[src/rtl/core/sme_pkg.sv]
// Package: shared types and constants for the stack machine executor.
`default_nettype none
package sme_pkg;

  typedef enum logic [3:0] {
    OP_PUSH  = 4'd0,
    OP_PRINT = 4'd1,
    OP_READ  = 4'd2,
    OP_ADD   = 4'd3,
    OP_STOP  = 4'd4,
    OP_SUB   = 4'd5,
    OP_MUL   = 4'd6,
    OP_DIV   = 4'd7,
    OP_CMP   = 4'd8,
    OP_NEG   = 4'd9,
    OP_SWAP  = 4'd10,
    OP_POP   = 4'd11,
    OP_DUP   = 4'd12
  } op_e;

  localparam logic [2:0] ST_OK    = 3'd0;
  localparam logic [2:0] ST_UNDER = 3'd1;
  localparam logic [2:0] ST_OVER  = 3'd2;
  localparam logic [2:0] ST_DIV0  = 3'd3;
  localparam logic [2:0] ST_HALT  = 3'd4;

  localparam int unsigned WordW = 64;
  localparam int unsigned CntW  = 7;

  // Request to the shared multiply/divide unit.
  typedef struct packed {
    logic             start;
    logic             is_div;
    logic [WordW-1:0] b;
    logic [WordW-1:0] a;
  } alu_req_t;

  typedef struct packed {
    logic             done;
    logic [WordW-1:0] res;
  } alu_rsp_t;

endpackage
`default_nettype wire

[src/rtl/core/sme_muldiv.sv]
// Shared bit-serial multiply / restoring divide unit, one bit per cycle.
`default_nettype none
module sme_muldiv (
  input  wire logic              clk_i,
  input  wire logic              rst_ni,
  input  wire sme_pkg::alu_req_t req_i,
  output sme_pkg::alu_rsp_t      rsp_o
);
  import sme_pkg::*;

  logic             busy_q, busy_d;
  logic             div_q, div_d;
  logic             neg_q, neg_d;
  logic [CntW-1:0]  cnt_q, cnt_d;
  logic [WordW-1:0] acc_q, acc_d;   // product or remainder
  logic [WordW-1:0] sh_q, sh_d;     // multiplier bits or dividend/quotient
  logic [WordW-1:0] opa_q, opa_d;   // multiplicand or divisor magnitude
  logic             done_q, done_d;
  logic [WordW:0]   trial;
  logic [WordW-1:0] rem_sh;
  logic [WordW-1:0] mb, ma;

  assign mb = req_i.b[WordW-1] ? (~req_i.b + 64'd1) : req_i.b;
  assign ma = req_i.a[WordW-1] ? (~req_i.a + 64'd1) : req_i.a;
  assign rem_sh = {acc_q[WordW-2:0], sh_q[WordW-1]};
  assign trial  = {1'b0, rem_sh} - {1'b0, opa_q};

  always_comb begin
    busy_d = busy_q;
    div_d  = div_q;
    neg_d  = neg_q;
    cnt_d  = cnt_q;
    acc_d  = acc_q;
    sh_d   = sh_q;
    opa_d  = opa_q;
    done_d = 1'b0;
    if (req_i.start && !busy_q) begin
      busy_d = 1'b1;
      div_d  = req_i.is_div;
      cnt_d  = '0;
      acc_d  = '0;
      if (req_i.is_div) begin
        sh_d  = mb;
        opa_d = ma;
        neg_d = req_i.b[WordW-1] ^ req_i.a[WordW-1];
      end else begin
        sh_d  = req_i.a;
        opa_d = req_i.b;
        neg_d = 1'b0;
      end
    end else if (busy_q) begin
      if (div_q) begin
        if (!trial[WordW]) begin
          acc_d = trial[WordW-1:0];
          sh_d  = {sh_q[WordW-2:0], 1'b1};
        end else begin
          acc_d = rem_sh;
          sh_d  = {sh_q[WordW-2:0], 1'b0};
        end
      end else begin
        // shift-add, LSB of multiplier first, product wraps to 64 bits
        if (sh_q[0]) acc_d = acc_q + (opa_q << cnt_q[5:0]);
        sh_d = {1'b0, sh_q[WordW-1:1]};
      end
      cnt_d = cnt_q + 7'd1;
      if (cnt_q == 7'(WordW - 1)) begin
        busy_d = 1'b0;
        done_d = 1'b1;
      end
    end
  end

  always_ff @(posedge clk_i or negedge rst_ni) begin
    if (!rst_ni) begin
      busy_q <= 1'b0;
      done_q <= 1'b0;
      cnt_q  <= '0;
    end else begin
      busy_q <= busy_d;
      done_q <= done_d;
      cnt_q  <= cnt_d;
    end
  end

  always_ff @(posedge clk_i) begin
    div_q <= div_d;
    neg_q <= neg_d;
    acc_q <= acc_d;
    sh_q  <= sh_d;
    opa_q <= opa_d;
  end

  assign rsp_o.done = done_q;
  assign rsp_o.res  = div_q ? (neg_q ? (~sh_q + 64'd1) : sh_q) : acc_q;

  property p_no_done_while_busy;
    @(posedge clk_i) disable iff (!rst_ni) done_q |-> !busy_q;
  endproperty
  a_no_done_busy: assert property (p_no_done_while_busy) else $error("done while busy");

  a_cnt_idle: assert property (@(posedge clk_i) disable iff (!rst_ni)
    $rose(busy_q) |-> cnt_q == '0) else $error("count not cleared");

  a_done_after_busy: assert property (@(posedge clk_i) disable iff (!rst_ni)
    $fell(busy_q) |-> done_q) else $error("busy dropped without done");

endmodule
`default_nettype wire

[src/rtl/core/stack_machine_executor.sv]
// Top level: bytecode stack machine with sequencer, stack memory and shared mul/div.
//
//  channel | direction | signals
//  --------+-----------+---------------------------------------------------
//  in      | input     | in_valid_i / in_ready_o, mode_i, operand_i
//  out     | output    | out_valid_o / out_ready_i, print_valid_o,
//          |           | print_value_o, status_o, halted_o
//
// States from the accepting edge to out_valid_o: push/read/stop/pop, halted and
// unused codes S_DONE; print/add/sub/neg/dup, div by zero S_RDA, S_RDB, S_EXEC,
// S_DONE; swap adds S_WR2, cmp and mul/div S_WAIT (mul/div: 64 steps of the shared unit).
// Reset clears stack count, halt flag and the sequencer; stack data is not cleared.
// The result sits in an output register; the next item is taken after it transfers.
// in_ready_o is low while an item executes or while the held result is unread.
`default_nettype none
module stack_machine_executor #(
  parameter int unsigned STACK_DEPTH = 16
) (
  input  wire logic        clk_i,
  input  wire logic        rst_ni,
  input  wire logic        in_valid_i,
  output logic             in_ready_o,
  input  wire logic [3:0]  mode_i,
  input  wire logic signed [63:0] operand_i,
  output logic             out_valid_o,
  input  wire logic        out_ready_i,
  output logic             print_valid_o,
  output logic signed [63:0] print_value_o,
  output logic [2:0]       status_o,
  output logic             halted_o
);
  import sme_pkg::*;

  localparam int unsigned AW = (STACK_DEPTH > 1) ? $clog2(STACK_DEPTH) : 1;
  localparam int unsigned NW = $clog2(STACK_DEPTH + 1);
  localparam logic [NW-1:0] Full = NW'(STACK_DEPTH);

  typedef enum logic [6:0] {
    S_IDLE  = 7'b0000001,
    S_RDA   = 7'b0000010,  // read top word
    S_RDB   = 7'b0000100,  // read word below
    S_EXEC  = 7'b0001000,
    S_WAIT  = 7'b0010000,  // mul/div running, or cmp result written
    S_WR2   = 7'b0100000,  // second write of swap
    S_DONE  = 7'b1000000
  } state_e;

  state_e state_q, state_d;

  // stack memory: one write port and one read port, registered read
  logic [WordW-1:0] mem [STACK_DEPTH];
  logic             we;
  logic [AW-1:0]    waddr, raddr;
  logic [WordW-1:0] wdata, rdata_q;

  always_ff @(posedge clk_i) begin
    if (we) mem[waddr] <= wdata;
    rdata_q <= mem[raddr];
  end

  logic [NW-1:0]    cnt_q, cnt_d;
  logic             halt_q, halt_d;
  op_e              op_q, op_d;
  logic [WordW-1:0] a_q, a_d, b_q, b_d;
  logic             ov_q, ov_d;
  logic             pv_q, pv_d;
  logic [WordW-1:0] pval_q, pval_d;
  logic [2:0]       st_q, st_d;
  logic             ho_q, ho_d;

  alu_req_t req;
  alu_rsp_t rsp;

  sme_muldiv u_muldiv (
    .clk_i (clk_i),
    .rst_ni(rst_ni),
    .req_i (req),
    .rsp_o (rsp)
  );

  logic [AW-1:0] top, below, next;
  assign top   = AW'(cnt_q - NW'(1));
  assign below = AW'(cnt_q - NW'(2));
  assign next  = AW'(cnt_q);

  logic             in_xfer;
  logic             sb, sa;
  logic [WordW-1:0] cmp_r;
  assign in_xfer = in_valid_i && in_ready_o;
  assign in_ready_o = (state_q == S_IDLE) && !ov_q;

  always_comb begin
    sb = b_q[WordW-1];
    sa = a_q[WordW-1];
    if ({~sb, b_q[WordW-2:0]} > {~sa, a_q[WordW-2:0]}) cmp_r = 64'd1;
    else if (b_q == a_q) cmp_r = '0;
    else cmp_r = '1;
  end

  always_comb begin
    state_d = state_q;
    cnt_d   = cnt_q;
    halt_d  = halt_q;
    op_d    = op_q;
    a_d     = a_q;
    b_d     = b_q;
    ov_d    = ov_q;
    pv_d    = pv_q;
    pval_d  = pval_q;
    st_d    = st_q;
    ho_d    = ho_q;
    we      = 1'b0;
    waddr   = top;
    wdata   = a_q;
    raddr   = top;
    req     = '{start: 1'b0, is_div: (op_q == OP_DIV), b: b_q, a: a_q};

    if (ov_q && out_ready_i) ov_d = 1'b0;

    case (state_q)
      S_IDLE: begin
        if (in_xfer) begin
          op_d   = op_e'(mode_i);
          pv_d   = 1'b0;
          pval_d = '0;
          st_d   = ST_OK;
          state_d = S_DONE;
          if (halt_q) begin
            st_d = ST_HALT;
          end else begin
            case (mode_i)
              OP_PUSH, OP_READ: begin
                if (cnt_q >= Full) st_d = ST_OVER;
                else begin
                  we = 1'b1; waddr = next; wdata = operand_i;
                  cnt_d = cnt_q + NW'(1);
                end
              end
              OP_STOP: halt_d = 1'b1;
              OP_POP: begin
                if (cnt_q == '0) st_d = ST_UNDER;
                else cnt_d = cnt_q - NW'(1);
              end
              OP_PRINT, OP_NEG: begin
                if (cnt_q == '0) st_d = ST_UNDER;
                else state_d = S_RDA;
              end
              OP_DUP: begin
                if (cnt_q == '0) st_d = ST_UNDER;
                else if (cnt_q >= Full) st_d = ST_OVER;
                else state_d = S_RDA;
              end
              OP_ADD, OP_SUB, OP_MUL, OP_DIV, OP_CMP, OP_SWAP: begin
                if (cnt_q < NW'(2)) st_d = ST_UNDER;
                else state_d = S_RDA;
              end
              default: ;
            endcase
          end
        end
      end
      S_RDA: begin
        a_d = rdata_q;  // top word
        raddr = below;
        state_d = S_RDB;
      end
      S_RDB: begin
        raddr = below;  // hold word below for S_EXEC
        state_d = S_EXEC;
        if (op_q == OP_PRINT || op_q == OP_NEG || op_q == OP_DUP)
          state_d = S_EXEC;
      end
      S_EXEC: begin
        b_d = rdata_q;
        state_d = S_DONE;
        case (op_q)
          OP_PRINT: begin
            pv_d = 1'b1; pval_d = a_q; cnt_d = cnt_q - NW'(1);
          end
          OP_NEG: begin
            we = 1'b1; waddr = top; wdata = ~a_q + 64'd1;
          end
          OP_DUP: begin
            we = 1'b1; waddr = next; wdata = a_q; cnt_d = cnt_q + NW'(1);
          end
          OP_ADD: begin
            we = 1'b1; waddr = below; wdata = rdata_q + a_q; cnt_d = cnt_q - NW'(1);
          end
          OP_SUB: begin
            we = 1'b1; waddr = below; wdata = rdata_q - a_q; cnt_d = cnt_q - NW'(1);
          end
          OP_SWAP: begin
            we = 1'b1; waddr = top; wdata = rdata_q; state_d = S_WR2;
          end
          OP_CMP, OP_MUL: state_d = S_WAIT;
          OP_DIV: begin
            if (a_q == '0) st_d = ST_DIV0;
            else state_d = S_WAIT;
          end
          default: ;
        endcase
      end
      S_WR2: begin
        we = 1'b1; waddr = below; wdata = a_q;
        state_d = S_DONE;
      end
      S_WAIT: begin
        if (op_q == OP_CMP) begin
          we = 1'b1; waddr = below; wdata = cmp_r; cnt_d = cnt_q - NW'(1);
          state_d = S_DONE;
        end else begin
          req.start = 1'b1;
          if (rsp.done) begin
            req.start = 1'b0;
            we = 1'b1; waddr = below; wdata = rsp.res; cnt_d = cnt_q - NW'(1);
            state_d = S_DONE;
          end
        end
      end
      S_DONE: begin
        ho_d = halt_q;
        ov_d = 1'b1;
        state_d = S_IDLE;
      end
      default: state_d = S_IDLE;
    endcase
  end

  // start is held high in S_WAIT for mul/div; the unit ignores it while busy. When done
  // is seen, start is dropped and the state leaves S_WAIT, so no second run begins.

  always_ff @(posedge clk_i or negedge rst_ni) begin
    if (!rst_ni) begin
      state_q <= S_IDLE;
      cnt_q   <= '0;
      halt_q  <= 1'b0;
      ov_q    <= 1'b0;
    end else begin
      state_q <= state_d;
      cnt_q   <= cnt_d;
      halt_q  <= halt_d;
      ov_q    <= ov_d;
    end
  end

  always_ff @(posedge clk_i) begin
    op_q   <= op_d;
    a_q    <= a_d;
    b_q    <= b_d;
    pv_q   <= pv_d;
    pval_q <= pval_d;
    st_q   <= st_d;
    ho_q   <= ho_d;
  end

  assign out_valid_o   = ov_q;
  assign print_valid_o = pv_q;
  assign print_value_o = pval_q;
  assign status_o      = st_q;
  assign halted_o      = ho_q;

  a_cnt_bound: assert property (@(posedge clk_i) disable iff (!rst_ni)
    cnt_q <= Full) else $error("stack count beyond depth");

  a_halt_sticky: assert property (@(posedge clk_i) disable iff (!rst_ni)
    halt_q |=> halt_q) else $error("halt flag cleared");

  a_cnt_idle_only: assert property (@(posedge clk_i) disable iff (!rst_ni)
    (state_q == S_DONE) |=> $stable(cnt_q)) else $error("count moved after item");

  a_no_accept_busy: assert property (@(posedge clk_i) disable iff (!rst_ni)
    (state_q != S_IDLE) |-> !in_ready_o) else $error("ready while busy");

endmodule
`default_nettype wire
[config.mk]
export PLATFORM = sky130hd
export DESIGN_NAME = stack_machine_executor
export DESIGN_NICKNAME = d
export VERILOG_FILES = /design/src/rtl/core/sme_pkg.sv /design/src/rtl/core/sme_muldiv.sv /design/src/rtl/core/stack_machine_executor.sv
export SDC_FILE = /design/constraint.sdc
export NUM_CORES = 2
export LEC_CHECK = 0
export BUFFER_PORTS_ARGS = -buffer_cell sky130_fd_sc_hd__buf_4
export CELL_PAD_IN_SITES_DETAIL_PLACEMENT = 1
export CELL_PAD_IN_SITES_GLOBAL_PLACEMENT = 1
export CORE_ASPECT_RATIO = 2
export CORE_MARGIN = 3
export CORE_UTILIZATION = 52
export DETAILED_ROUTE_END_ITERATION = 8
export PLACE_DENSITY_LB_ADDON = 0.1
export SKIP_LAST_GASP = 1
export SLEW_MARGIN = 20
export SYNTH_ARGS = -nofsm -noshare
export SYNTH_HDL_FRONTEND = slang
export SYNTH_SLANG_ARGS = --single-unit
[constraint.sdc]
create_clock -name clk_i -period 8.8 [get_ports clk_i]
set_input_delay 1.76 -clock clk_i [delete_from_list [all_inputs] [get_ports clk_i]]
set_output_delay 1.76 -clock clk_i [all_outputs]
set_load 0.02 [all_outputs]
== Word level (Yosys, flattened, before mapping) ==
Memory sizes are Yosys's and may differ from the RTL's. A register that Yosys moved wholly into a read port is not among the register bits.
Index checks and enable logic that the tools add are counted.

* RAM bits: 1024
* Memories kept: 1
* Register bits: 418
* Logic and storage cells: 204
* Input bits: 72
* Output and inout port bits: 71

* Shift-type cells: 1
* Order comparisons: 3
* Add/sub/neg operators: 11
* Reductions and logical operators: 29
* Equality and inequality tests: 40
* Bitwise logic cells: 6
* Mux-type cells: 94

{| class="wikitable"
|+ Memory list
! name !! depth !! width !! rd ports !! clocked after memory_dff !! write ports !! line !! source
|-
| mem || 16 || 64 || 1 || 1 || 1 || stack_machine_executor.sv:51 || <nowiki>logic [WordW-1:0] mem [STACK_DEPTH];</nowiki>
|}

{| class="wikitable"
|+ Operators by type and width
! operator !! count
|-
| 2-to-1 mux 64 bit || 22
|-
| case mux 64 bit (4 select lines) || 1
|-
| adder 64 x 1 -> 64 bit, second input constant || 3
|-
| inverter 64 bit || 3
|-
| case mux 64 bit (3 select lines) || 1
|-
| adder 64 bit || 2
|-
| case mux 64 bit (2 select lines) || 1
|-
| 2-to-1 mux 7 bit || 11
|-
| subtractor 64 x 64 -> 65 bit || 1
|-
| == test 64 bit || 1
|-
| greater-than comparator 64 bit || 1
|-
| logical NOT 64 bit || 1
|-
| << shifter 64 x 6 -> 64 bit || 1
|-
| subtractor 64 bit || 1
|-
| case mux 7 bit (3 select lines) || 2
|-
| case mux 7 bit (6 select lines) || 1
|-
| == test 4 bit, second input constant || 9
|-
| 2-to-1 mux 5 bit || 6
|-
| == test 4 x 3 -> 1 bit, second input constant || 7
|-
| 2-to-1 mux 4 bit || 7
|-
| 2-to-1 mux 1 bit || 27
|-
| case mux 5 bit (2 select lines) || 2
|-
| case mux 4 bit (4 select lines) || 1
|-
| case mux 5 bit (3 select lines) || 1
|-
| 43 further kinds || 71
|}

== Logic depth before layout (Yosys ltp) ==
* Depth in word-level cells: 8
* Gate-level depth with buffers: 27
* Mapped depth without buffers: 22

== Cells and area by module ==
Synthesis repeated with hierarchy kept, for this count alone.

* Cell total of the unflattened synthesis: 7467
* Area, all modules: 85059.1 um^2

{| class="wikitable"
|+ By module, submodules not included
! module !! times used !! sequential area each (um^2) !! area an instance (um^2) !! cells each
|-
| stack_machine_executor || 1 || 38418.1 || 59245.6 || 4004
|-
| sme_muldiv || 1 || 5410.2 || 25813.5 || 3463
|}

== Least setup slack after synthesis ==
Ideal clock, no wire load.

* Path kind: reg-to-reg
* Start point: register state_q[0]
* End point: register pv_q, in the netlist print_valid_o (enable)
* Arrival: 6172 ps
* Setup slack: 1804 ps
* Path buffers: 4
* Cell stages (with the launch flop): 9
* Clock period less this slack: 6996 ps
* Cell sequence: dfstp_2 -> clkbuf_1 -> nor3_1 -> nand3_1 -> clkbuf_1 -> clkinv_1 -> buf_2 -> buf_1 -> a21oi_1

* Word-level cells in the longest chain between the ends: 5
* Elaborated cells on any way between the ends: 8

{| class="wikitable"
|+ Ends and longest elaborated chain
! what !! line !! source
|-
| start, declared || stack_machine_executor.sv:48 || <nowiki>state_e state_q, state_d;</nowiki>
|-
| start signal, assigned || stack_machine_executor.sv:239 || <nowiki>state_q <= state_d;</nowiki>
|-
| == test 7 x 1 -> 1 bit || stack_machine_executor.sv:90, stack_machine_executor.sv:120 ||
|-
| logical AND 1 bit || stack_machine_executor.sv:90 || <nowiki>assign in_ready_o = (state_q == S_IDLE) && !ov_q;</nowiki>
|-
| logical AND 1 bit || stack_machine_executor.sv:89 || <nowiki>assign in_xfer = in_valid_i && in_ready_o;</nowiki>
|-
| inequality test 2 bit (no source line) || n/a ||
|-
| AND reduction 3 bit (no source line) (*) || n/a ||
|-
| end signal, assigned || stack_machine_executor.sv:250 || <nowiki>pv_q <= pv_d;</nowiki>
|-
| end, declared || stack_machine_executor.sv:66 || <nowiki>logic pv_q, pv_d;</nowiki>
|}

Mark *: on every way between the ends. The rest lies on a longest branch, timed or not.
A chain may end at the register's enable or synchronous reset.

== Worst setup path in the final report ==
* Start point: register u_muldiv.cnt_q[2]
* End point: register u_muldiv.acc_q[62]

* Word-level cells in the longest chain between the ends: 4

{| class="wikitable"
|+ Ends and longest elaborated chain
! what !! line !! source
|-
| start, declared || sme_muldiv.sv:14 || <nowiki>logic [CntW-1:0] cnt_q, cnt_d;</nowiki>
|-
| start signal, assigned || sme_muldiv.sv:81 || <nowiki>cnt_q <= cnt_d;</nowiki>
|-
| << shifter 64 x 6 -> 64 bit || sme_muldiv.sv:62 || <nowiki>if (sh_q[0]) acc_d = acc_q + (opa_q << cnt_q[5:0]);</nowiki>
|-
| adder 64 bit || sme_muldiv.sv:62 ||
|-
| 2-to-1 mux 64 bit || sme_muldiv.sv:62 ||
|-
| 2-to-1 mux 64 bit || sme_muldiv.sv:52 || <nowiki>if (div_q) begin</nowiki>
|-
| end signal, assigned || sme_muldiv.sv:88 || <nowiki>acc_q <= acc_d;</nowiki>
|-
| end, declared || sme_muldiv.sv:15 || <nowiki>logic [WordW-1:0] acc_q, acc_d;</nowiki>
|}

No other way between the ends. The select of a mux whose other input is x is not followed.

==> results.py <==
metrics = {
    "cts": {
        "cts_made_buffers": 142,
        "cts_sinks": 1506,
        "cts_tree": "yes",
        "htreeDepth": 4,
        "cts-hold-fix-buffers": 0,
        "cts-resized-gates": 0,
        "cts_root_buf": "clkbuf_16",
        "post_cts_buffers": 0,
        "cts.clk_slew.worst_paths_ns": 0.07,
        "clock_latency_ns": 0.83,
        "clockBufferDepth": 4,
    },
    "final_layout": {
        "final_util_pct": 57.8,
        "area_growth_pct": 10.3,
        "layoutNonFillerInstCount": 9413,
        "final_nets": 7549,
        "final_common_cell": "edfxtp_1",
        "layout_common_cells": "edfxtp_1, nand2_1, o21ai_0, a21oi_1, nor2_1",
        "drive_gt1_share_pct": 14.5,
    },
    "logic_synthesis": {
        "syn_inst": 7217,
        "ys_ff_latch": 1506,
        "yosysWarnings": 0,
        "synth_edf_count": 1355,
        "synthDistinctLibCells": 96,
        "synthesis.area_per_instance_sq_um": 11.6,
        "synth_area_sq_um": 84100,
        "ys_seq_area_share_pct": 52.1,
        "synth.net_count": 7558,
        "synth_ff_type": "edfxtp_1",
        "async_reset_ff_share_pct": 1.53,
    },
    "global_routing": {
        "grt_pass1_vias": 68700,
        "overflow": 0,
        "grt_max_degree": 129,
        "grt_pass1_wl_mm": 495,
        "grt.total_usage_pct": 41.0,
        "antenna_found_initial": 10,
    },
    "power_and_ir_drop": {
        "p_per_area_nw_per_um2": 318,
        "power.total_mw": 29.5,
        "leakage_nw": 32.9,
        "max-vdd-ir-drop_mv": 0.530,
    },
    "critical_path": {
        "reg2reg_from": "u_muldiv.cnt_q[2]",
        "reg2reg_to": "u_muldiv.acc_q[62]",
        "reg2reg_depth": 18,
        "crit_fanout": 26,
        "crit_type": "reg2reg",
        "worstPathArrival_ns": 8.26,
        "cp_data_required_time_ns": 9.48,
        "r2r_slack_ns": 1.23,
        "cp-end-kind": "flop",
        "critPathLaunchType": "flop",
    },
    "sta": {
        "fin_crit_sh_pct": 86.1,
        "rsz0062_at_grt": "false",
        "setup_violations": 0,
        "hold_viol": 0,
        "fin_crit_ns": 7.57,
        "timing.fmax_mhz": 132,
        "tightestPinTransition_ns": 1.30,
        "finClkSkew_ns": 0.106,
        "fin_setup_tns_ns": 0,
        "relSlewSlack_pct": 12.5,
        "drv_slew": 0,
        "fin_ws_ns": 1.23,
    },
    "placed_design": {
        "dp_hpwl_mm": 244,
        "place_congestion": 1.07,
        "dp_worst_setup_slack_ns": 1.28,
        "port_buffers": 142,
        "dp.cells": 9152,
    },
    "floorplanning": {
        "initial_core_util_pct": 52.4,
        "num_rows": 208,
        "die_height_microns": 575,
        "core_area_sq_um": 161000,
        "die_w_microns": 290,
        "dieArea_sq_um": 167000,
        "io-pin-count": 143,
    },
    "routing": {
        "routed_wl_mm": 347,
        "top_layer": "met5",
        "drt-initial-drc-count": 6914,
        "ant_nets": 0,
        "wl_per_cell_microns": 36.9,
        "first_pass_iters": 6,
        "wl_met3_mm": 23.9,
        "drt-vias-per-instance": 6.94,
        "met1_length_mm": 115,
        "num_vias": 65300,
        "wl_met2_mm": 173,
        "drc": 0,
    },
    "min_path": {
        "hold_path.startpoint": "u_muldiv.cnt_q[6]",
        "worstHoldEndpoint": "u_muldiv.done_q",
        "hp-class": "reg2reg",
        "hold-path-cell-count": 1,
    },
    "run_status": {
        "status": "completed",
    },
    "job": {
        "cap_violations": 0,
    },
}
critical path: stages, from the launching register on:
cell,delay (ns)
dfrtp_1,0.58
inv_2,0.63
buf_4,0.36
mux4_2,0.57
nand2_1,0.46
nand2_1,0.32
nor2_1,0.24
ha_1,0.34
a21oi_1,0.20
and2_1,0.18
nand2_1,0.05
o21ai_0,0.99
nor2_1,0.42
a2111o_1,0.58
a31oi_1,0.59
o21bai_1,0.23
a311oi_1,0.35
xor2_1,0.11
a221oi_1,0.28
where the power goes:
part	total, mW	switching, mW	leakage, nW	internal (mW)
combinational	13.1	8.04	16.9	5.05
clock	6.45	2.87	2.26	3.59
sequential	9.95	0.742	13.7	9.21
sequential cells by signal, indices dropped and copies added (netlist names), 3 cells and up:
signal          flops
print_value_o      64
op_q                4
u_muldiv.sh_q      64
mem              1024
status_o            3
a_q                64
state_q             7
cnt_q               5
u_muldiv.opa_q     64
u_muldiv.cnt_q      7
b_q                64
rdata_q            64
u_muldiv.acc_q     64
through the flow:
stage,hold slack (ns),area [sq um]
final,0.474,92700
after global routing,0.493,92700
after CTS,0.464,92500
after detailed placement,0.456,87800
after global placement,0.455,87800
after floorplan,0.432,84100
layout make-up:
class | instances | area [sq um]
antenna | 7 | 17.5
clock buffer | 170 | 3740
clock inverter | 72 | 917
fill | 16100 | 67800
inverter | 222 | 838
multi-input combinational | 5013 | 38000
sequential | 1506 | 43800
tap | 2100 | 2630
timing repair buffer | 323 | 2710
cells by family after synthesis:
logic type               count (synthesis)  share of synthesized area, %
AO/OA/AOI/OAI                         1928                          14.2
XOR/XNOR                               459                          4.79
adder cells (fa/ha/maj)                269                          4.03
buffers and inverters                  698                          3.17
flip-flops                            1506                          52.1
multiplexers                           570                          11.9
AND/OR/NAND/NOR                       1787                          9.80
Yosys cell counts, types with 37 or more instances:
library cell  count  area (sq um)
edfxtp_1       1355         40700
nand2_1         644          2420
o21ai_0         555          2780
a21oi_1         554          2770
nor2_1          528          1980
clkbuf_1        382          1430
mux4_2          338          7610
xnor2_1         289          2530
ha_1            266          3330
inv_1           193           724
mux2i_1         189          1890
xor2_1          169          1480
dfxtp_1         128          2560
a21o_1          108           811
nand3_1          97           485
nor3_1           97           485
o211ai_1         93           698
nand4_1          77           482
buf_1            76           285
a221oi_1         73           639
a211oi_1         67           503
a31oi_1          66           413
o31ai_1          62           465
or3_1            56           350
o22ai_1          51           319
mux2_2           43           484
nor2b_1          40           250
nand2b_1         38           238
and3_1           37           231
o21a_1           37           278
layer usage:
metal	vias to the layer above	GRT usage (%)
li1	27600	-
met1	32900	44.7
met2	3552	70.8
met3	1302	6.03
met4	4	33.8
met5	-	0
worst max-delay path by stage:
stage | startpoint | cells past startpoint | endpoint
2_1_floorplan | state_q[0] | 8 | print_valid_o
3_3_place_gp | a_q[2] | 19 | mem[9][55]
3_5_place_dp | a_q[2] | 19 | mem[11][59]
4_1_cts | a_q[2] | 19 | mem[12][59]
5_1_grt | a_q[2] | 19 | mem[10][51]
6_report | u_muldiv.cnt_q[2] | 18 | u_muldiv.acc_q[62]
(Power assumes the default switching activity.)
